## src/hdl/awac_pkg.sv

```systemverilog
// Shared types and constants for the ADC window average classifier.
`default_nettype none

package awac_pkg;

  // Configuration port
  localparam int CFG_W     = 12;
  localparam int CFG_IDX_W = 2;

  typedef logic [CFG_W-1:0]     cfg_data_t;
  typedef logic [CFG_IDX_W-1:0] cfg_idx_t;

  localparam cfg_idx_t REG_RAIN_WET = 2'd0;
  localparam cfg_idx_t REG_RAIN_DRY = 2'd1;
  localparam cfg_idx_t REG_SOIL_DRY = 2'd2;
  localparam cfg_idx_t REG_SOIL_WET = 2'd3;

  localparam cfg_data_t RAIN_WET_RST = 12'd1500;
  localparam cfg_data_t RAIN_DRY_RST = 12'd3000;
  localparam cfg_data_t SOIL_DRY_RST = 12'd3500;
  localparam cfg_data_t SOIL_WET_RST = 12'd1500;

  // Channel codes
  localparam logic MODE_RAIN = 1'b0;
  localparam logic MODE_SOIL = 1'b1;

  // Rain classes
  localparam int LEVEL_W = 2;
  typedef logic [LEVEL_W-1:0] level_t;
  localparam level_t LEVEL_DRY   = 2'd0;
  localparam level_t LEVEL_LIGHT = 2'd1;
  localparam level_t LEVEL_HEAVY = 2'd2;

  // Result fields
  localparam int WSUM_W = 16;
  typedef logic [WSUM_W-1:0] wsum_t;
  localparam wsum_t WSUM_MAX = 16'hFFFF;

  // Moisture in percent times 256; the divider yields one quotient bit per cycle
  localparam int Q8_W = 15;
  typedef logic [Q8_W-1:0] q8_t;
  localparam q8_t Q8_FULL  = 15'd25600;
  localparam int  QBITS    = Q8_W;
  localparam int  SCALE_W  = 16;
  localparam logic [SCALE_W-1:0] SCALE_X2 = 16'd51200;

endpackage

`default_nettype wire

```

## src/hdl/awac_if.sv

```systemverilog
// Valid/ready channel interfaces for samples in and classified results out.
`default_nettype none

interface awac_in_if #(
  parameter int SAMPLE_BITS = 12
);
  logic                   valid;
  logic                   ready;
  logic                   mode;
  logic [SAMPLE_BITS-1:0] sample;

  modport source (output valid, mode, sample, input ready);
  modport sink   (input valid, mode, sample, output ready);
endinterface

interface awac_out_if;
  import awac_pkg::*;

  logic   valid;
  logic   ready;
  logic   channel;
  wsum_t  window_sum;
  level_t rain_level;
  logic   rain_detected;
  q8_t    moisture_pct_q8;

  modport source (output valid, channel, window_sum, rain_level, rain_detected,
                  moisture_pct_q8, input ready);
  modport sink   (input valid, channel, window_sum, rain_level, rain_detected,
                  moisture_pct_q8, output ready);
endinterface

`default_nettype wire

```

## src/hdl/awac_ram.sv

```systemverilog
// Generic simple dual-port RAM with registered read data.
`default_nettype none

module awac_ram #(
  parameter int WIDTH = 12,
  parameter int DEPTH = 32
) (
  input  wire logic                     clk,
  input  wire logic                     we,
  input  wire logic [$clog2(DEPTH)-1:0] waddr,
  input  wire logic [WIDTH-1:0]         wdata,
  input  wire logic [$clog2(DEPTH)-1:0] raddr,
  output logic      [WIDTH-1:0]         rdata
);

  logic [WIDTH-1:0] mem [DEPTH];

  // Write port and registered read port
  always_ff @(posedge clk) begin
    if (we) begin
      mem[waddr] <= wdata;
    end
    rdata <= mem[raddr];
  end

endmodule

`default_nettype wire

```

## src/hdl/adc_window_average_classifier.sv

```systemverilog
// Two-channel moving-average classifier: rain class and soil moisture percent.
// Sequence: a rain item goes through ring update, compare and result load; a soil item through
// update, compare, multiply, 15 divider steps and load; a clamped value skips the divider.
// Flow: one item at a time, soil items through a restoring divider; an item may be
// accepted while the last result waits.
// Reset (synchronous, active low) clears channel state and restores threshold defaults.
`default_nettype none

module adc_window_average_classifier #(
  parameter int WINDOW      = 10,
  parameter int SAMPLE_BITS = 12
) (
  input  wire logic                clk,
  input  wire logic                rst_n,
  awac_in_if.sink                  in_if,
  awac_out_if.source               out_if,
  input  wire logic                cfg_we,
  input  wire awac_pkg::cfg_idx_t  cfg_index,
  input  wire awac_pkg::cfg_data_t cfg_data
);
  import awac_pkg::*;

  localparam int PW     = $clog2(WINDOW);
  localparam int AW     = PW + 1;
  localparam int DEPTH  = 2 ** AW;
  localparam int SUM_W  = SAMPLE_BITS + PW;
  localparam int LVL_W  = CFG_W + PW;
  localparam int MAG_W  = (SUM_W > LVL_W) ? SUM_W : LVL_W;
  localparam int NUM_W  = MAG_W + 1;
  localparam int N_W    = LVL_W + SCALE_W;
  localparam int REM_W  = N_W - QBITS;
  localparam int CNT_W  = $clog2(QBITS);
  localparam int EXT_W  = (SUM_W > WSUM_W) ? SUM_W : WSUM_W;
  localparam logic [PW-1:0] POS_LAST = PW'(WINDOW - 1);

  localparam logic [2:0] S_IDLE = 3'd0;
  localparam logic [2:0] S_SUM  = 3'd1;
  localparam logic [2:0] S_EVAL = 3'd2;
  localparam logic [2:0] S_MUL  = 3'd3;
  localparam logic [2:0] S_DIV  = 3'd4;
  localparam logic [2:0] S_DONE = 3'd5;

  // Control state
  logic [2:0]             state_r, state_nxt;
  logic                   primed_r [2], primed_nxt [2];
  logic                   lap_r    [2], lap_nxt    [2];
  logic [PW-1:0]          pos_r    [2], pos_nxt    [2];
  logic [SUM_W-1:0]       sum_r    [2], sum_nxt    [2];
  logic [CNT_W-1:0]       cnt_r, cnt_nxt;
  logic                   out_valid_r, out_valid_nxt;
  cfg_data_t              rain_wet_r, rain_dry_r, soil_dry_r, soil_wet_r;

  // Payload
  logic [SAMPLE_BITS-1:0] fill_r   [2], fill_nxt   [2];
  logic                   mode_r, mode_nxt;
  logic [SAMPLE_BITS-1:0] samp_r, samp_nxt;
  level_t                 level_r, level_nxt;
  q8_t                    moist_r, moist_nxt;
  logic [LVL_W-1:0]       num_r, num_nxt, den_r, den_nxt;
  logic [REM_W-1:0]       rem_r, rem_nxt, dvs_r, dvs_nxt;
  logic [QBITS-1:0]       nbits_r, nbits_nxt;
  logic                   out_ch_r;
  wsum_t                  out_sum_r;
  level_t                 out_level_r;
  q8_t                    out_moist_r;

  // Ring memory, one half per channel
  logic                   ram_we;
  logic [AW-1:0]          ram_waddr, ram_raddr;
  logic [SAMPLE_BITS-1:0] ram_rdata;

  awac_ram #(
    .WIDTH (SAMPLE_BITS),
    .DEPTH (DEPTH)
  ) u_ring (
    .clk   (clk),
    .we    (ram_we),
    .waddr (ram_waddr),
    .wdata (samp_r),
    .raddr (ram_raddr),
    .rdata (ram_rdata)
  );

  // Thresholds scaled to window sums
  logic [LVL_W-1:0] rain_wet_w, rain_dry_w, soil_dry_w, soil_wet_w;
  assign rain_wet_w = LVL_W'(rain_wet_r) * LVL_W'(WINDOW);
  assign rain_dry_w = LVL_W'(rain_dry_r) * LVL_W'(WINDOW);
  assign soil_dry_w = LVL_W'(soil_dry_r) * LVL_W'(WINDOW);
  assign soil_wet_w = LVL_W'(soil_wet_r) * LVL_W'(WINDOW);

  logic [SUM_W-1:0]       cur_sum;
  logic [SAMPLE_BITS-1:0] old_samp;
  logic signed [NUM_W-1:0] num_s, den_s, numa_s, dena_s;
  logic [N_W-1:0]         prod;
  logic [REM_W:0]         trial;
  logic                   ge;
  logic [EXT_W-1:0]       sum_ext;
  logic                   out_load;

  assign cur_sum  = sum_r[mode_r];
  assign old_samp = (lap_r[mode_r] && (pos_r[mode_r] != '0)) ? fill_r[mode_r] : ram_rdata;
  assign num_s    = $signed(NUM_W'(soil_dry_w)) - $signed(NUM_W'(cur_sum));
  assign den_s    = $signed(NUM_W'(soil_dry_w)) - $signed(NUM_W'(soil_wet_w));
  assign numa_s   = den_s[NUM_W-1] ? -num_s : num_s;
  assign dena_s   = den_s[NUM_W-1] ? -den_s : den_s;
  assign prod     = N_W'(num_r) * N_W'(SCALE_X2) + N_W'(den_r);
  assign trial    = {rem_r, nbits_r[QBITS-1]};
  assign ge       = trial >= {1'b0, dvs_r};
  assign sum_ext  = EXT_W'(cur_sum);

  assign in_if.ready = (state_r == S_IDLE);
  assign ram_raddr   = {in_if.mode, pos_r[in_if.mode]};
  assign ram_waddr   = {mode_r, pos_r[mode_r]};

  // Sequencer: read ring, update sum, classify or map, divide, deliver
  always_comb begin
    state_nxt  = state_r;
    primed_nxt = primed_r;
    lap_nxt    = lap_r;
    pos_nxt    = pos_r;
    sum_nxt    = sum_r;
    fill_nxt   = fill_r;
    cnt_nxt    = cnt_r;
    mode_nxt   = mode_r;
    samp_nxt   = samp_r;
    level_nxt  = level_r;
    moist_nxt  = moist_r;
    num_nxt    = num_r;
    den_nxt    = den_r;
    rem_nxt    = rem_r;
    dvs_nxt    = dvs_r;
    nbits_nxt  = nbits_r;
    ram_we     = 1'b0;
    out_load   = 1'b0;

    case (state_r)
      S_IDLE: begin
        if (in_if.valid) begin
          mode_nxt  = in_if.mode;
          samp_nxt  = in_if.sample;
          state_nxt = S_SUM;
        end
      end
      S_SUM: begin
        ram_we = 1'b1;
        if (!primed_r[mode_r]) begin
          // first beat of the channel stands for the whole window
          sum_nxt[mode_r]    = SUM_W'(samp_r) * SUM_W'(WINDOW);
          pos_nxt[mode_r]    = PW'(1);
          primed_nxt[mode_r] = 1'b1;
          lap_nxt[mode_r]    = 1'b1;
          fill_nxt[mode_r]   = samp_r;
        end else begin
          sum_nxt[mode_r] = cur_sum - SUM_W'(old_samp) + SUM_W'(samp_r);
          if (pos_r[mode_r] == POS_LAST) begin
            pos_nxt[mode_r] = '0;
            lap_nxt[mode_r] = 1'b0;
          end else begin
            pos_nxt[mode_r] = pos_r[mode_r] + PW'(1);
          end
        end
        state_nxt = S_EVAL;
      end
      S_EVAL: begin
        if (mode_r == MODE_RAIN) begin
          moist_nxt = '0;
          if (MAG_W'(cur_sum) <= MAG_W'(rain_wet_w)) begin
            level_nxt = LEVEL_HEAVY;
          end else if (MAG_W'(cur_sum) < MAG_W'(rain_dry_w)) begin
            level_nxt = LEVEL_LIGHT;
          end else begin
            level_nxt = LEVEL_DRY;
          end
          state_nxt = S_DONE;
        end else begin
          level_nxt = LEVEL_DRY;
          if ((den_s == '0) || (numa_s <= 0)) begin
            moist_nxt = '0;
            state_nxt = S_DONE;
          end else if (numa_s >= dena_s) begin
            moist_nxt = Q8_FULL;
            state_nxt = S_DONE;
          end else begin
            num_nxt   = numa_s[LVL_W-1:0];
            den_nxt   = dena_s[LVL_W-1:0];
            state_nxt = S_MUL;
          end
        end
      end
      S_MUL: begin
        // dividend num*51200 + den, divisor 2*den: rounds halves up
        rem_nxt   = prod[N_W-1:QBITS];
        nbits_nxt = prod[QBITS-1:0];
        dvs_nxt   = {den_r, 1'b0};
        cnt_nxt   = CNT_W'(QBITS - 1);
        state_nxt = S_DIV;
      end
      S_DIV: begin
        rem_nxt   = ge ? REM_W'(trial - {1'b0, dvs_r}) : trial[REM_W-1:0];
        nbits_nxt = nbits_r << 1;
        moist_nxt = {moist_r[QBITS-2:0], ge};
        cnt_nxt   = cnt_r - CNT_W'(1);
        if (cnt_r == '0) begin
          state_nxt = S_DONE;
        end
      end
      S_DONE: begin
        if (!out_valid_r || out_if.ready) begin
          out_load  = 1'b1;
          state_nxt = S_IDLE;
        end
      end
      default: begin
        state_nxt = S_IDLE;
      end
    endcase
  end

  // Hold the result until the sink takes the beat
  always_comb begin
    if (out_load) begin
      out_valid_nxt = 1'b1;
    end else if (out_if.ready) begin
      out_valid_nxt = 1'b0;
    end else begin
      out_valid_nxt = out_valid_r;
    end
  end

  // Control registers
  always_ff @(posedge clk) begin
    if (!rst_n) begin
      state_r     <= S_IDLE;
      primed_r    <= '{default: 1'b0};
      lap_r       <= '{default: 1'b0};
      pos_r       <= '{default: '0};
      sum_r       <= '{default: '0};
      cnt_r       <= '0;
      out_valid_r <= 1'b0;
    end else begin
      state_r     <= state_nxt;
      primed_r    <= primed_nxt;
      lap_r       <= lap_nxt;
      pos_r       <= pos_nxt;
      sum_r       <= sum_nxt;
      cnt_r       <= cnt_nxt;
      out_valid_r <= out_valid_nxt;
    end
  end

  // Threshold registers
  always_ff @(posedge clk) begin
    if (!rst_n) begin
      rain_wet_r <= RAIN_WET_RST;
      rain_dry_r <= RAIN_DRY_RST;
      soil_dry_r <= SOIL_DRY_RST;
      soil_wet_r <= SOIL_WET_RST;
    end else if (cfg_we) begin
      case (cfg_index)
        REG_RAIN_WET: rain_wet_r <= cfg_data;
        REG_RAIN_DRY: rain_dry_r <= cfg_data;
        REG_SOIL_DRY: soil_dry_r <= cfg_data;
        REG_SOIL_WET: soil_wet_r <= cfg_data;
        default: begin
        end
      endcase
    end
  end

  // Payload registers
  always_ff @(posedge clk) begin
    fill_r  <= fill_nxt;
    mode_r  <= mode_nxt;
    samp_r  <= samp_nxt;
    level_r <= level_nxt;
    moist_r <= moist_nxt;
    num_r   <= num_nxt;
    den_r   <= den_nxt;
    rem_r   <= rem_nxt;
    dvs_r   <= dvs_nxt;
    nbits_r <= nbits_nxt;
    if (out_load) begin
      out_ch_r    <= mode_r;
      out_sum_r   <= (sum_ext > EXT_W'(WSUM_MAX)) ? WSUM_MAX : sum_ext[WSUM_W-1:0];
      out_level_r <= level_r;
      out_moist_r <= moist_r;
    end
  end

  assign out_if.valid           = out_valid_r;
  assign out_if.channel         = out_ch_r;
  assign out_if.window_sum      = out_sum_r;
  assign out_if.rain_level      = out_level_r;
  assign out_if.rain_detected   = (out_level_r != LEVEL_DRY);
  assign out_if.moisture_pct_q8 = out_moist_r;

  // Checks
  a_accept_to_sum: assert property (@(posedge clk) disable iff (!rst_n)
    (in_if.valid && in_if.ready) |=> (state_r == S_SUM))
    else $error("accepted beat did not start a ring update");

  a_div_rem: assert property (@(posedge clk) disable iff (!rst_n)
    (state_r == S_DIV) |-> (rem_r < dvs_r))
    else $error("divider remainder not below divisor");

  a_pos_range: assert property (@(posedge clk) disable iff (!rst_n)
    (pos_r[0] <= POS_LAST) && (pos_r[1] <= POS_LAST))
    else $error("ring position beyond window");

  a_result_range: assert property (@(posedge clk) disable iff (!rst_n)
    out_valid_r |-> ((out_moist_r <= Q8_FULL) &&
                     ((out_ch_r == MODE_RAIN) || (out_level_r == LEVEL_DRY))))
    else $error("result fields out of range for channel");

endmodule

`default_nettype wire
```

## src/flat_wrapper.sv

```systemverilog
// flat-port wrapper written by rule: the top's interface ports become plain ports
module adc_window_average_classifier_flat import awac_pkg::*;
#(
  parameter int WINDOW      = 10,
  parameter int SAMPLE_BITS = 12
)
  (clk, rst_n, cfg_we, cfg_index, cfg_data, in_if_valid, in_if_mode, in_if_sample, in_if_ready, out_if_valid, out_if_channel, out_if_window_sum, out_if_rain_level, out_if_rain_detected, out_if_moisture_pct_q8, out_if_ready);
  awac_in_if #(.SAMPLE_BITS(SAMPLE_BITS)) in_if_i ();
  awac_out_if out_if_i ();
  input  wire logic clk;
  input  wire logic rst_n;
  input  wire logic cfg_we;
  input  wire awac_pkg::cfg_idx_t cfg_index;
  input  wire awac_pkg::cfg_data_t cfg_data;
  input wire logic [$bits(in_if_i.valid)-1:0] in_if_valid;
  input wire logic [$bits(in_if_i.mode)-1:0] in_if_mode;
  input wire logic [$bits(in_if_i.sample)-1:0] in_if_sample;
  output wire logic [$bits(in_if_i.ready)-1:0] in_if_ready;
  output wire logic [$bits(out_if_i.valid)-1:0] out_if_valid;
  output wire logic [$bits(out_if_i.channel)-1:0] out_if_channel;
  output wire logic [$bits(out_if_i.window_sum)-1:0] out_if_window_sum;
  output wire logic [$bits(out_if_i.rain_level)-1:0] out_if_rain_level;
  output wire logic [$bits(out_if_i.rain_detected)-1:0] out_if_rain_detected;
  output wire logic [$bits(out_if_i.moisture_pct_q8)-1:0] out_if_moisture_pct_q8;
  input wire logic [$bits(out_if_i.ready)-1:0] out_if_ready;
  assign in_if_i.valid = in_if_valid;
  assign in_if_i.mode = in_if_mode;
  assign in_if_i.sample = in_if_sample;
  assign in_if_ready = in_if_i.ready;
  assign out_if_valid = out_if_i.valid;
  assign out_if_channel = out_if_i.channel;
  assign out_if_window_sum = out_if_i.window_sum;
  assign out_if_rain_level = out_if_i.rain_level;
  assign out_if_rain_detected = out_if_i.rain_detected;
  assign out_if_moisture_pct_q8 = out_if_i.moisture_pct_q8;
  assign out_if_i.ready = out_if_ready;
  adc_window_average_classifier #(.WINDOW(WINDOW), .SAMPLE_BITS(SAMPLE_BITS)) u_core (.clk(clk), .rst_n(rst_n), .in_if(in_if_i), .out_if(out_if_i), .cfg_we(cfg_we), .cfg_index(cfg_index), .cfg_data(cfg_data));
endmodule
```

## config.mk

```make
export PLATFORM = sky130hd
export DESIGN_NAME = adc_window_average_classifier_flat
export DESIGN_NICKNAME = d
export VERILOG_FILES = /design/src/hdl/awac_pkg.sv /design/src/hdl/awac_if.sv /design/src/hdl/awac_ram.sv /design/src/hdl/adc_window_average_classifier.sv /design/src/flat_wrapper.sv
export SDC_FILE = /design/constraint.sdc
export NUM_CORES = 1
export LEC_CHECK = 0
export ABC_CLOCK_PERIOD_IN_PS = 18060
export BUFFER_PORTS_ARGS = -buffer_cell sky130_fd_sc_hd__buf_2
export CAP_MARGIN = 40
export CORE_MARGIN = 5
export CORE_UTILIZATION = 50
export CTS_BUF_LIST = sky130_fd_sc_hd__clkbuf_16
export CTS_CLUSTER_DIAMETER = 200
export DETAILED_ROUTE_END_ITERATION = 16
export PLACE_DENSITY = 0.65
export SLEW_MARGIN = 10
export SYNTH_ARGS = -nofsm -noshare
export SYNTH_HDL_FRONTEND = slang
export SYNTH_SLANG_ARGS = --single-unit
```

## constraint.sdc

```tcl
create_clock -name clk -period 18.06 [get_ports clk]
set_input_delay 2.709 -clock clk [delete_from_list [all_inputs] [get_ports clk]]
set_output_delay 2.709 -clock clk [all_outputs]
set_load 0.02 [all_outputs]
```

; ---- Word level (Yosys, flattened, before mapping)
; Memory sizes are Yosys's and may differ from the RTL's. A register that Yosys moved wholly into a read port is not among the register bits.
; Index checks and enable logic that the tools add are counted.
[classes]
add_sub_neg = 10
multipliers = 6
n_div = 0
order_cmp = 9
eq_ne = 14
shifts = 0
mux = 62
n_bitwise = 14
reduce_logical = 25
[op_table]
columns = op, n
row1 = 12-bit by 3-bit multiplier with 15-bit output (second input constant), 5
row2 = 32-bit bitwise mux, 2
row3 = 16-bit two-way mux, 4
row4 = 12-bit two-way mux, 5
row5 = 15-bit case mux with 2 select lines, 2
row6 = 17-bit two-way mux, 3
row7 = 15-bit two-way mux, 3
row8 = 17-bit negator, 2
row9 = 17-bit case mux with 2 select lines, 1
row10 = 16-bit by 16-bit subtractor with 17-bit output, 2
row11 = 32-bit by 16-bit adder with 32-bit output, 1
row12 = 32-bit two-way mux, 1
row13 = 4-bit two-way mux, 7
row14 = 24-bit bitwise mux, 1
row15 = 16-bit by 5-bit multiplier with 21-bit output (second input constant), 1
row16 = 18-bit by 17-bit >= comparator with 1-bit output, 1
row17 = 3-bit two-way mux, 6
row18 = 3-bit case mux with 6 select lines, 1
row19 = 17-bit >= comparator, 1
row20 = 17-bit by 1-bit <= comparator with 1-bit output (second input constant), 1
row21 = 17-bit logical NOT, 1
row22 = 17-bit subtractor, 1
row23 = 16-bit by 12-bit adder with 16-bit output, 1
row24 = 16-bit demux with 1-bit select, 1
row25 = other kinds (46), 86
[word_totals]
register_bits = 268
latch_bits = 0
mem_bits_rw = 384
mem_bits_ro = 0
input_bits = 32
out_inout_bits = 37
word_cells = 172
mem_count = 1
[mem_list]
columns = memory, words, word_bits, read_ports, rd_ports_with_merged_regs, wr, line_no
row1 = u_core.u_ring.mem, 32, 12, 1, 1, 1, awac_ram.sv:16  ; logic [WIDTH-1:0] mem [DEPTH];

; ---- Logic depth before layout (Yosys ltp)
; Gate-level depths: netlist (run 1).
[logic_depth]
ltp_word = 12
depth_mapped = 31
ltp_nobuf = 29

; ---- Modules after synthesis
; A second synthesis (run 1) with hierarchy kept.
[unflattened]
hier_cells = 3078
hier_area_um2 = 35768.1
[modules_own_cells]
columns = mod, n_inst, cells_each, area_each_um2, seq_area_each_um2
row1 = adc_window_average_classifier, 1, 2210, 20299.5, 6956.7
row2 = awac_ram, 1, 868, 15468.6, 11771.3

; ---- Worst setup path before layout (run 1)
; OpenSTA, ideal clock, no wires.
[synth_path]
path_type = reg2reg
start = reg u_core.soil_dry_r[1]
end = reg u_core.den_r[10], enable pin
setup_time_ns = 0.438
t_arrival_ns = 7.877
required_ns = 17.622
path_slack_ns = 9.745
stages_incl_launch_ff = 31
path_buffers = 2
synth_period_minus_slack_ns = 8.315
path_cell_list = dfxtp_1 -> ha_1 -> ha_1 -> fa_1 -> a211oi_1 -> o21ai_2 -> o31ai_4 -> o21bai_1 -> a21oi_1 -> xnor2_1 -> ha_1 -> inv_1 -> o21ai_0 -> a21o_1 -> a21oi_1 -> clkbuf_1 -> clkbuf_1 -> mux2i_1 -> ha_1 -> o21a_1 -> o21ai_0 -> nand2b_1 -> a21oi_1 -> o21ai_0 -> a21oi_1 -> o21ai_0 -> a211oi_1 -> o21bai_1 -> a2111oi_0 -> o21ai_2 -> nor4b_2
[synth_via]
elab_cells_between_ends = 14
classes_between = 4 x add/sub / 1 x mul / 2 x order compare / 2 x mux / 2 x bitwise / 3 x reduce/logical
[synth_lines]
columns = item, line_no
row1 = from (decl), adc_window_average_classifier.sv:51  ; cfg_data_t rain_wet_r, rain_dry_r, soil_dry_r, soil_wet_r;
row2 = from (signal assigned), adc_window_average_classifier.sv:262  ; REG_SOIL_DRY: soil_dry_r <= cfg_data;
row3 = 12-bit by 3-bit multiplier with 15-bit output (*), adc_window_average_classifier.sv:88  ; assign soil_dry_w = LVL_W'(soil_dry_r) * LVL_W'(WINDOW);
row4 = 16-bit by 16-bit subtractor with 17-bit output (*), adc_window_average_classifier.sv:103  ; assign den_s = $signed(NUM_W'(soil_dry_w)) - $signed(NUM_W'(soil_wet_w));
row5 = 17-bit two-way mux (*), adc_window_average_classifier.sv:104  ; assign numa_s = den_s[NUM_W-1] ? -num_s : num_s;
row6 = net u_core.numa_s[1], adc_window_average_classifier.sv:93  ; logic signed [NUM_W-1:0] num_s, den_s, numa_s, dena_s;
row7 = 17-bit by 1-bit <= comparator with 1-bit output, adc_window_average_classifier.sv:177  ; if ((den_s == '0) || (numa_s <= 0)) begin
row8 = 1-bit logical OR, adc_window_average_classifier.sv:177
row9 = 1-bit inverter (no source line), -
row10 = 4-bit AND reduction (no source line) (*), -
row11 = to (signal assigned), adc_window_average_classifier.sv:278  ; den_r <= den_nxt;
row12 = to (decl), adc_window_average_classifier.sv:59  ; logic [LVL_W-1:0] num_r, num_nxt, den_r, den_nxt;
; Mark *: on every way through the listed nets, which the timed path passes. The rest lies on a longest branch.
; A chain may end at the register's enable or synchronous reset.

; ---- Worst setup path after layout (run 1)
[layout_path]
start = reg u_core.soil_dry_r[1]
end = reg u_core.num_r[3], enable pin
[layout_via]
elab_chain_len = 8
elab_cells_between_ends = 14
classes_between = 4 x add/sub / 1 x mul / 2 x order compare / 2 x mux / 2 x bitwise / 3 x reduce/logical
[layout_rtl]
columns = item, line_no
row1 = 12-bit by 3-bit multiplier with 15-bit output (*), adc_window_average_classifier.sv:88
row2 = 16-bit by 16-bit subtractor with 17-bit output, adc_window_average_classifier.sv:102  ; assign num_s = $signed(NUM_W'(soil_dry_w)) - $signed(NUM_W'(cur_sum));
row3 = 17-bit negator, adc_window_average_classifier.sv:104
row4 = 17-bit two-way mux (*), adc_window_average_classifier.sv:104
row5 = net u_core.numa_s[2], adc_window_average_classifier.sv:93
row6 = 17-bit by 1-bit <= comparator with 1-bit output, adc_window_average_classifier.sv:177
row7 = 1-bit logical OR, adc_window_average_classifier.sv:177
row8 = 1-bit inverter (no source line), -
row9 = 4-bit AND reduction (no source line) (*), -
row10 = to (signal assigned), adc_window_average_classifier.sv:277  ; num_r <= num_nxt;
row11 = to (decl), adc_window_average_classifier.sv:59
; Marks and branches as above.

==> qor.yml, run 1 <==
critPathLaunch: "u_core.soil_dry_r[1]"
grt_setup_unrepaired: "false"
p_comb_share_pct: 32.7
worst_slack_ns: 10.25
fmax_ghz: 0.128
ant_nets: 0
via_per_inst: 5.72
gr-total-overflow: 0
final_layout_size_suffix_gt1_share_pct: 13.0
p_per_area_nw_per_um2: 123
r2r-end: "u_core.num_r[3]"
endpoint: "u_core.num_r[3]"
vias: 23100
wl_per_cell_um: 20.5
dpl.hpwl_mm: 57.9
seq_area_um2: 18700
critical-path-max-stage-delay_ns: 0.53
synthFlopType: "edfxtp_1"
fp.dieW_um: 276
cts_tree: "built"
htree_levels: 3
mostFrequentLayoutCells: "edfxtp_1, nand2_1, ha_1"
dpl_worst_slack_ns: 10.34
port_buffers: 68
grt_max_degree: 54
ys_async_sr_fraction_pct: 0
grt_pass1_vias: 23200
cts-resized-gates: 0
cts_hold_buf: 0
antenna_found_initial: 3
relSlewSlack_pct: 40.8
r2r-start: "u_core.soil_dry_r[1]"
place_congestion: 0.897
synthCells: 2936
rows: 97
final_common_cell: "edfxtp_1"
min_from: "u_core.moist_r[14]"
numCtsBuffers: 72
syn2layout_area_growth_pct: 12.1
synth_cell_type_count: 94
cp_slowest_cell: "a21o_1"
arrival_ns: 8.07
routed_wl_mm: 83.0
root_buffer: "clkbuf_16"
reg2reg_slack_ns: 10.25
crit_type: "reg2reg"
clkPwrFrac_pct: 29.6
power.internal_mw: 3.23
post_cts.repair.setup_buffers: 0
die_y_um: 276
clock_sinks: 661
cp-end-kind: "flip-flop"
cts_max_path_buffers: 3
cp_num_buf_inv: 2
status: "finished clean"
fin_nets: 3380
period_share_pct: 43.2
core_area_um2: 70000
fillers: 5735
synth_nets: 3269
multi_input_area_um2: 15400
report.final.setup_viol: 0
switchingPower_mw: 1.64
drt_iter0_drc: 1692
ys_warn_count: 0
setup.worst_path.start_class: "flip-flop"
p_sw_share_pct: 33.7
clock_latency_ns: 0.66
antenna_cells: 0
cp_data_required_time_ns: 18.32
drv_cap: 0
syn_avg_cell_area_um2: 12.0
r2r_cells: 30
grt_pass1_wl_mm: 128
p_leak_nw: 15.6
period_minus_slack_ns: 7.81
seq_area_frac_synth_pct: 53.0
drc: 0
dr.pass1.iters: 5
crit_cells: 30
finalSetupTns_ns: 0
path_clk_slew_ns: 0.06
ys_seq_elements: 661
worstPathMaxFanout: 31
die_area_um2: 76000
cp_top_family: "compound AO/OA/AOI/OAI gates"
vdd_drop_max_uv: 88.9
hold_viol: 0
track_usage_pct: 21.6
pwr-share-seq_pct: 37.7
start_util_pct: 50.4
holdCritPathClass: "reg2reg"
synth-edff-count: 549
syn-cell-area_um2: 35300
tightest_slew_ns: 0.886
worst_clock_skew_ns: 0.0534
slew_viol_final: 0
io_pins: 69
state kept, by name (all words and copies together), names as in the netlist, 3 cells and up, named ones only:
signal and cells:
u_core.cnt_r 4, u_core.den_r 15, u_core.dvs_r 15, u_core.fill_r 24
u_core.moist_r 15, u_core.nbits_r 14, u_core.num_r 16, u_core.out_if.moisture_pct_q8 15
u_core.out_if.window_sum 16, u_core.pos_r 8, u_core.rain_dry_r 12, u_core.rain_wet_r 12
u_core.rem_r 17, u_core.samp_r 12, u_core.soil_dry_r 12, u_core.soil_wet_r 12
u_core.state_r 3, u_core.sum_r 32, u_core.u_ring.mem 384, u_core.u_ring.rdata 12
metrics by stage:
stage	instances	hold WS, ns	instance area, µm²	util, %	power, mW
floorplan	2936	0.400	35300	-	3.04
global placement	3884	0.402	36800	52.6	3.40
detailed placement	3913	0.407	37200	53.1	3.45
CTS	4043	0.420	39600	56.5	4.90
global route	4043	0.441	39600	56.5	5.15
finish	4043	0.418	39600	56.5	4.87
synth_stat cells, types with 23 or more instances:
cell | count | share of area [%]
mux4_2 | 96 | 6.1
clkbuf_1 | 92 | 0.98
nor2_1 | 166 | 1.8
edfxtp_1 | 549 | 47
fa_1 | 31 | 1.8
o21ai_0 | 88 | 1.2
a21oi_1 | 151 | 2.1
xnor2_1 | 92 | 2.3
nand3_1 | 117 | 1.7
and3_1 | 31 | 0.55
o21a_1 | 27 | 0.57
a21o_1 | 36 | 0.77
a211oi_1 | 29 | 0.62
dfxtp_1 | 112 | 6.4
ha_1 | 270 | 9.6
nor2b_1 | 24 | 0.43
nor3_1 | 38 | 0.54
xor2_1 | 47 | 1.2
nand2_1 | 347 | 3.7
mux2i_1 | 65 | 1.8
inv_1 | 218 | 2.3
nand2b_1 | 23 | 0.41
logic make-up after synthesis:
family / count (synthesis) / synth area share, %
muxes: 167 / 8.19
AOI/OAI and AO/OA: 491 / 9.14
xor gates and xnor gates: 143 / 3.70
buffers and inverters: 324 / 3.50
adders and majority gates: 301 / 11.3
DFF: 661 / 53.0
and+or+nand+nor: 849 / 11.1
per-layer routing:
| metal | GRT usage (%) | vias up | wire length (µm) |
|---|---|---|---|
| met5 | 0 | - | 13 |
| met2 | 37.1 | 585 | 40700 |
| met3 | 3.14 | 135 | 4150 |
| li1 | - | 11000 | - |
| met1 | 28.8 | 11400 | 35900 |
| met4 | 6.54 | 2 | 2270 |
worst min path at each step:
stage,to,slack [ns],cells past startpoint
finish,u_core.out_if.moisture_pct_q8[14],0.42,0
global route,u_core.out_if.moisture_pct_q8[14],0.44,0
CTS,u_core.out_if.moisture_pct_q8[14],0.42,0
detailed placement,u_core.out_if.moisture_pct_q8[14],0.41,0
global placement,u_core.out_if.moisture_pct_q8[14],0.40,0
floorplan,u_core.out_if.moisture_pct_q8[14],0.40,0
worst reg2reg max path: cells and delay by family (launching register included):
kind	cells	cell delay, ns
flip-flops	1	0.45
buffers and inverters	2	0.49
AO/OA/AOI/OAI	18	4.11
AND/OR/NAND/NOR	3	0.47
XOR/XNOR	2	0.36
adder cells (fa/ha/maj)	5	1.54
power by group through the flow:
stage               combinational (mW)  clock [mW]  sequential [mW]
global route                      1.77        1.54             1.85
CTS                               1.59        1.47             1.84
global placement                  1.53           0             1.87
detailed placement                1.58           0             1.87
finish                            1.59        1.44             1.84
floorplan                         1.16           0             1.88
cell type report:
| class | instances | share of cell area [%] |
|---|---|---|
| Clock buffer | 72 | 4.55 |
| Clock inverter | 58 | 1.42 |
| Inverter | 220 | 2.09 |
| Multi-Input combinational cell | 1951 | 39.0 |
| Sequential cell | 661 | 47.3 |
| Tap cell | 940 | 2.97 |
| Timing Repair Buffer | 141 | 2.69 |
Note: power is estimated with default switching activity, not from simulation.
==> run 2: changes to the inputs <==
--- a/config.mk
+++ b/config.mk
@@ -5,7 +5,7 @@
 export SDC_FILE = /design/constraint.sdc
 export NUM_CORES = 1
 export LEC_CHECK = 0
-export ABC_CLOCK_PERIOD_IN_PS = 18060
+export ABC_CLOCK_PERIOD_IN_PS = 7800
 export BUFFER_PORTS_ARGS = -buffer_cell sky130_fd_sc_hd__buf_2
 export CAP_MARGIN = 40
 export CORE_MARGIN = 5
==> constraint.sdc (replaced) <==
create_clock -name clk -period 7.8 [get_ports clk]
set_input_delay 1.17 -clock clk [delete_from_list [all_inputs] [get_ports clk]]
set_output_delay 1.17 -clock clk [all_outputs]
set_load 0.02 [all_outputs]
==> run 2 against run 1 <==
Utilization rose by 0.14 points. Flip-flop and latch count did not move. Via count up 1.0%. Largest cell class unchanged. Global-route usage up 0.50 points. Fmax is 8.5% higher. First-iteration DRC count is 7.7% higher.
==> qor.yml, run 2 (synthesis results as in run 1) <==
status: "finished clean"
timing.hold.ws_ns: 0.425  # +0.00640 ns
tightest_slew_ns: 0.831  # -0.0550 ns
holdCritPathClass: "reg2reg"
cp_slowest_cell: "a2111oi_0"
largest_reg_flops: 384  # unchanged
holdPathEnd: "u_core.out_if.moisture_pct_q8[14]"
grt_pass1_wl_mm: 131  # +2.2%
slew_viol_final: 0  # unchanged
gr-total-overflow: 0  # unchanged
cp_data_required_time_ns: 8.12  # -10.20 ns
dr.pass1.iters: 9  # +4
routed_wl_mm: 84.2  # +1.4%
design_area_um2: 39700  # +0.25%
cpMostUsedCell: "ha_1"
cts_max_path_buffers: 3  # unchanged
power.internal_mw: 7.56  # +130%
p_sw_share_pct: 33.6  # -0.073 points
io_pins: 69  # unchanged
min_from: "u_core.moist_r[14]"
cp-end-kind: "flip-flop"
numCtsBuffers: 72  # unchanged
clkPwrFrac_pct: 29.9  # +0.3 points
fp.dieW_um: 276  # unchanged
p_per_area_nw_per_um2: 287  # +130%
final_layout_size_suffix_gt1_share_pct: 13.2  # +0.20 points
clock_latency_ns: 0.65  # about the same
cts_tree: "built"
grt_max_degree: 97  # +80%
critical-path-max-stage-delay_ns: 0.51  # -0.02 ns
core_area_um2: 70000  # unchanged
grtUsageMet3_pct: 2.96  # -0.17 points
worstPathMaxFanout: 31  # unchanged
grt_util_met1_pct: 30.1  # +1.3 points
r2r_cells: 29  # -3.3%
crit_type: "reg2reg"
worst_clock_skew_ns: 0.0513  # -0.00207 ns
seq_area_um2: 18700  # unchanged
grt_setup_unrepaired: "false"
htree_levels: 3  # unchanged
p_leak_nw: 15.7  # +0.54%
pwr-share-seq_pct: 37.4  # -0.3 points
multi_input_area_um2: 15400  # about the same
dpl.hpwl_mm: 57.9  # about the same
dpl-instance-area_um2: 37200  # about the same
top_register: "u_core.u_ring.mem"
post_cts.repair.setup_buffers: 0  # unchanged
die_y_um: 276  # unchanged
drc: 0  # unchanged
syn2layout_area_growth_pct: 12.4
track_usage_pct: 22.1  # +0.50 points
reg2reg_slack_ns: 0.60  # -9.65 ns
antenna_cells: 0  # unchanged
relSlewSlack_pct: 43.4  # +2.6 points
wl_per_cell_um: 20.8  # +1.2%
period_share_pct: 92.3  # +49 points
fin_nets: 3386  # +0.18%
drt_iter0_drc: 1822  # +7.7%
arrival_ns: 7.52  # -0.55 ns
path_clk_slew_ns: 0.06  # about the same
fillers: 5812  # +1.3%
hold_viol: 0  # unchanged
start_util_pct: 50.4  # unchanged
final_common_cell: "edfxtp_1"
drv_cap: 0  # unchanged
via_per_inst: 5.77  # +0.85%
hold_depth: 0  # unchanged
antenna_found_initial: 1  # -2
top_regs: "u_core.u_ring.mem (384), u_core.sum_r (32), u_core.fill_r (24)"
p_comb_share_pct: 32.7  # about the same
mostFrequentLayoutCells: "edfxtp_1, nand2_1, ha_1"
die_area_um2: 76000  # unchanged
clock_sinks: 661  # unchanged
finalPower_mw: 11.4  # +130%
port_buffers: 68  # unchanged
place_congestion: 0.857  # -4.4%
period_minus_slack_ns: 7.20  # -0.611 ns
grt_pass1_vias: 23400  # +0.80%
ant_nets: 0  # unchanged
r2r-start: "u_core.soil_dry_r[1]"
rows: 97  # unchanged
vdd_drop_max_uv: 232  # +160%
finalSetupTns_ns: 0  # unchanged
root_buffer: "clkbuf_16"
grt.met2_usage_pct: 37.8  # +0.77 points
grt.busiest_layer: "met2"
report.final.setup_viol: 0  # unchanged
setup.worst_path.start_class: "flip-flop"
switchingPower_mw: 3.82  # +130%
r2r-end: "u_core.den_r[6]"
vias: 23400  # +1.0%
fmax_ghz: 0.139  # +8.5%
==> run 2: critical path: cells and delay by family (launching register included) <==
family          cells  cell delay, ns
compound gates     17            3.47
buf+inv             3            0.64
flops               1            0.43
simple gates        2            0.43
xor+xnor            2            0.28
fa+ha+maj           5            1.60
==> run 2: power by group through the flow <==
stage	clock [mW]	combinational, mW	sequential, mW
finish	3.41	3.72	4.26
global route	3.62	4.13	4.27
CTS	3.47	3.70	4.26
detailed placement	0	3.67	4.33
global placement	0	3.57	4.33
floorplan	0	2.70	4.35
==> run 2: final cells by class <==
type / instances / area share (%)
inverter: 220 / 2.09
clock inverter: 59 / 1.52
tap: 940 / 2.96
sequential: 661 / 47.2
multi-input combinational: 1951 / 38.9
timing repair buffer: 147 / 2.81
clock buffer: 72 / 4.54
==> run 2: worst max path at each step <==
stage,start,end,slack (ns),cells after the start
floorplan,u_core.soil_dry_r[1],u_core.den_r[10],0.18,30
global placement,u_core.soil_dry_r[1],u_core.den_r[2],0.59,29
detailed placement,u_core.soil_dry_r[1],u_core.num_r[0],0.53,29
finish,u_core.soil_dry_r[1],u_core.den_r[6],0.60,29
global route,u_core.soil_dry_r[1],u_core.den_r[6],0.18,29
CTS,u_core.soil_dry_r[1],u_core.den_r[6],0.48,29
==> run 2: stage by stage <==
step	cells	setup WS [ns]	utilization (%)
after global routing	4050	0.178	56.7
after detailed placement	3918	0.525	53.2
after CTS	4049	0.484	56.6
after floorplan	2936	0.183	-
final	4050	0.603	56.7
after global placement	3890	0.587	52.7
==> run 2: layer usage <==
metal	vias up	wire length, µm
met5	-	11
met4	2	2020
met3	121	4440
met2	641	41300
met1	11600	36500
li1	11000	-
==> run 2: repair_timing <==
item,4_1_cts,5_1_grt
endpoints found under the hold margin,0,0
hold buffers,0,0
gates resized for setup,0,1
endpoints found under the setup margin,0,9
==> run 3: changes to the inputs <==
--- a/config.mk
+++ b/config.mk
@@ -9,11 +9,12 @@
 export BUFFER_PORTS_ARGS = -buffer_cell sky130_fd_sc_hd__buf_2
 export CAP_MARGIN = 40
 export CORE_MARGIN = 5
-export CORE_UTILIZATION = 50
+export CORE_UTILIZATION = 35
 export CTS_BUF_LIST = sky130_fd_sc_hd__clkbuf_16
 export CTS_CLUSTER_DIAMETER = 200
 export DETAILED_ROUTE_END_ITERATION = 16
-export PLACE_DENSITY = 0.65
+export GPL_ROUTABILITY_DRIVEN = 0
+export PLACE_DENSITY = 0.49
 export SLEW_MARGIN = 10
 export SYNTH_ARGS = -nofsm -noshare
 export SYNTH_HDL_FRONTEND = slang
==> run 3 against run 2 <==
Critical path depth is the same. Fmax shrank 0.57%. Die area grew 41%. Combinational power is essentially flat. Utilization shrank 17 points. Clock power grew 1%. Critical path type unchanged.
==> qor.yml, run 3 (synthesis results as in run 1) <==
vias: 23200  # -0.93%
port_buffers: 68  # unchanged
root_buffer: "clkbuf_16"
vdd_drop_max_uv: 181  # -22%
grt_setup_unrepaired: "false"
largest_reg_flops: 384  # unchanged
final_core_util_pct: 40.1  # -17 points
io_pins: 69  # unchanged
critical-path-max-stage-delay_ns: 0.48  # -0.03 ns
grt_max_degree: 97  # unchanged
die_area_um2: 107000  # +41%
cts_max_path_buffers: 3  # unchanged
grt_pass1_vias: 23000  # -1.3%
worst_clock_skew_ns: 0.0312  # -0.0201 ns
final_layout_size_suffix_gt1_share_pct: 13.5  # +0.25 points
worstPathMaxFanout: 31  # unchanged
via_per_inst: 5.24  # -9.2%
holdCritPathClass: "reg2reg"
antenna_found_initial: 2  # +1
dpl-instance-area_um2: 37800  # +1.4%
ant_nets: 0  # unchanged
syn2layout_area_growth_pct: 13.8
cts_hold_buf: 0  # unchanged
cts_tree: "built"
wl_per_cell_um: 20.4  # -1.6%
drv_cap: 0  # unchanged
period_share_pct: 92.8  # +0.53 points
clock_latency_ns: 0.65  # about the same
hold_viol: 0  # unchanged
fin_nets: 3395  # +0.27%
gr-total-overflow: 0  # unchanged
tightest_slew_ns: 0.986  # +0.155 ns
worst_slack_ns: 0.561  # -0.0414 ns
rows: 116  # +20%
highest_layer: "met4"
p_per_area_nw_per_um2: 285  # -0.55%
cts-resized-gates: 0  # unchanged
cp_data_required_time_ns: 8.13  # about the same
top_register: "u_core.u_ring.mem"
wl_met1_mm: 41.5  # +14%
routed-wl-met2_mm: 42.5  # +3.1%
fp.dieW_um: 328  # +19%
die_y_um: 328  # +19%
arrival_ns: 7.56  # +0.04 ns
met3_wirelength_mm: 3.86  # -13%
core_area_um2: 100000  # +43%
post_cts.repair.setup_buffers: 0  # unchanged
fmax_ghz: 0.138  # -0.57%
cp_top_family: "compound AO/OA/AOI/OAI gates"
routed_wl_mm: 90.3  # +7.3%
path_clk_slew_ns: 0.06  # about the same
drc: 0  # unchanged
mostFrequentLayoutCells: "edfxtp_1, nand2_1, ha_1"
clock_sinks: 661  # unchanged
grt_pass1_wl_mm: 138  # +5.1%
dr.pass1.iters: 6  # -3
cp_num_buf_inv: 2  # -1
dpl_worst_slack_ns: 0.438  # -0.0867 ns
fillers: 9445  # +63%
final_common_cell: "edfxtp_1"
drt_iter0_drc: 1624  # -11%
track_usage_pct: 16.6  # -5.6 points
crit_type: "reg2reg"
relSlewSlack_pct: 34.3  # -9.1 points
finalSetupTns_ns: 0  # unchanged
status: "finished clean"
numCtsBuffers: 76  # +5.6%
design_area_um2: 40200  # +1.3%
dpl.hpwl_mm: 62.9  # +8.7%
setup.worst_path.start_class: "flip-flop"
p_leak_nw: 15.8  # +0.35%
period_minus_slack_ns: 7.24  # +0.0414 ns
htree_levels: 3  # unchanged
timing.hold.ws_ns: 0.419  # -0.00608 ns
cp_slowest_cell: "a2111oi_1"
cp-end-kind: "flip-flop"
start_util_pct: 35.3  # -15 points
top_regs: "u_core.u_ring.mem (384), u_core.sum_r (32), u_core.fill_r (24)"
report.final.setup_viol: 0  # unchanged
slew_viol_final: 0  # unchanged
## run 3: changes by cell type in the layout (fill, tap and decap cells not counted), sizes merged
cell	previous run	this run
clkinv	27	28
inv	243	244
buf	147	152
clkinvlp	2	1
diode	0	2
bufinv	7	4
clkbuf	72	77
## run 3: layer usage
metal  vias to the layer above  global-route usage, %
met5                         -                      0
met4                         0                   4.76
met3                       112                   2.79
met2                       520                   26.9
met1                     11500                   23.0
li1                      11100                      -
## run 3: area by class of cell
type                       count  area [µm²]  area share [%]
sequential                   661       18700            46.6
multi-input combinational   1951       15400            38.4
clock buffer                  77        1930            4.79
tap                         1298        1620            4.04
timing repair buffer         152        1150            2.87
inverter                     220         828            2.06
clock inverter                57         503            1.25
antenna                        2        5.00          0.0125
## run 3: worst reg2reg max path, delay by kind of cell (launching register included)
| kind | cells | cell delay [ns] |
|---|---|---|
| fa+ha+maj | 5 | 1.56 |
| simple gates | 2 | 0.42 |
| mux | 1 | 0.30 |
| compound gates | 18 | 3.73 |
| xor+xnor | 1 | 0.11 |
| buf+inv | 2 | 0.36 |
| flops | 1 | 0.44 |
## run 3: worst paths after layout
check,startpoint,endpoint,slack [ns],cells past startpoint
worst max-delay path,u_core.soil_dry_r[1],u_core.num_r[1],0.56,29
worst min-delay path,u_core.level_r[0],u_core.out_if.rain_level[0],0.42,0
worst max register to register,u_core.soil_dry_r[1],u_core.num_r[1],0.56,29
worst min register to register,u_core.level_r[0],u_core.out_if.rain_level[0],0.42,0
## run 3: stage by stage
stage / instances / power (mW)
3_5_place_dp: 4282 / 8.09
6_report: 4418 / 11.5
2_1_floorplan: 2936 / 7.04
5_1_grt: 4416 / 12.2
4_1_cts: 4416 / 11.6
3_3_place_gp: 4259 / 7.99
## run 3: power by group
group	internal [mW]	switching (mW)
Combinational	1.46	2.30
Sequential	4.16	0.0995
Clock	1.95	1.50
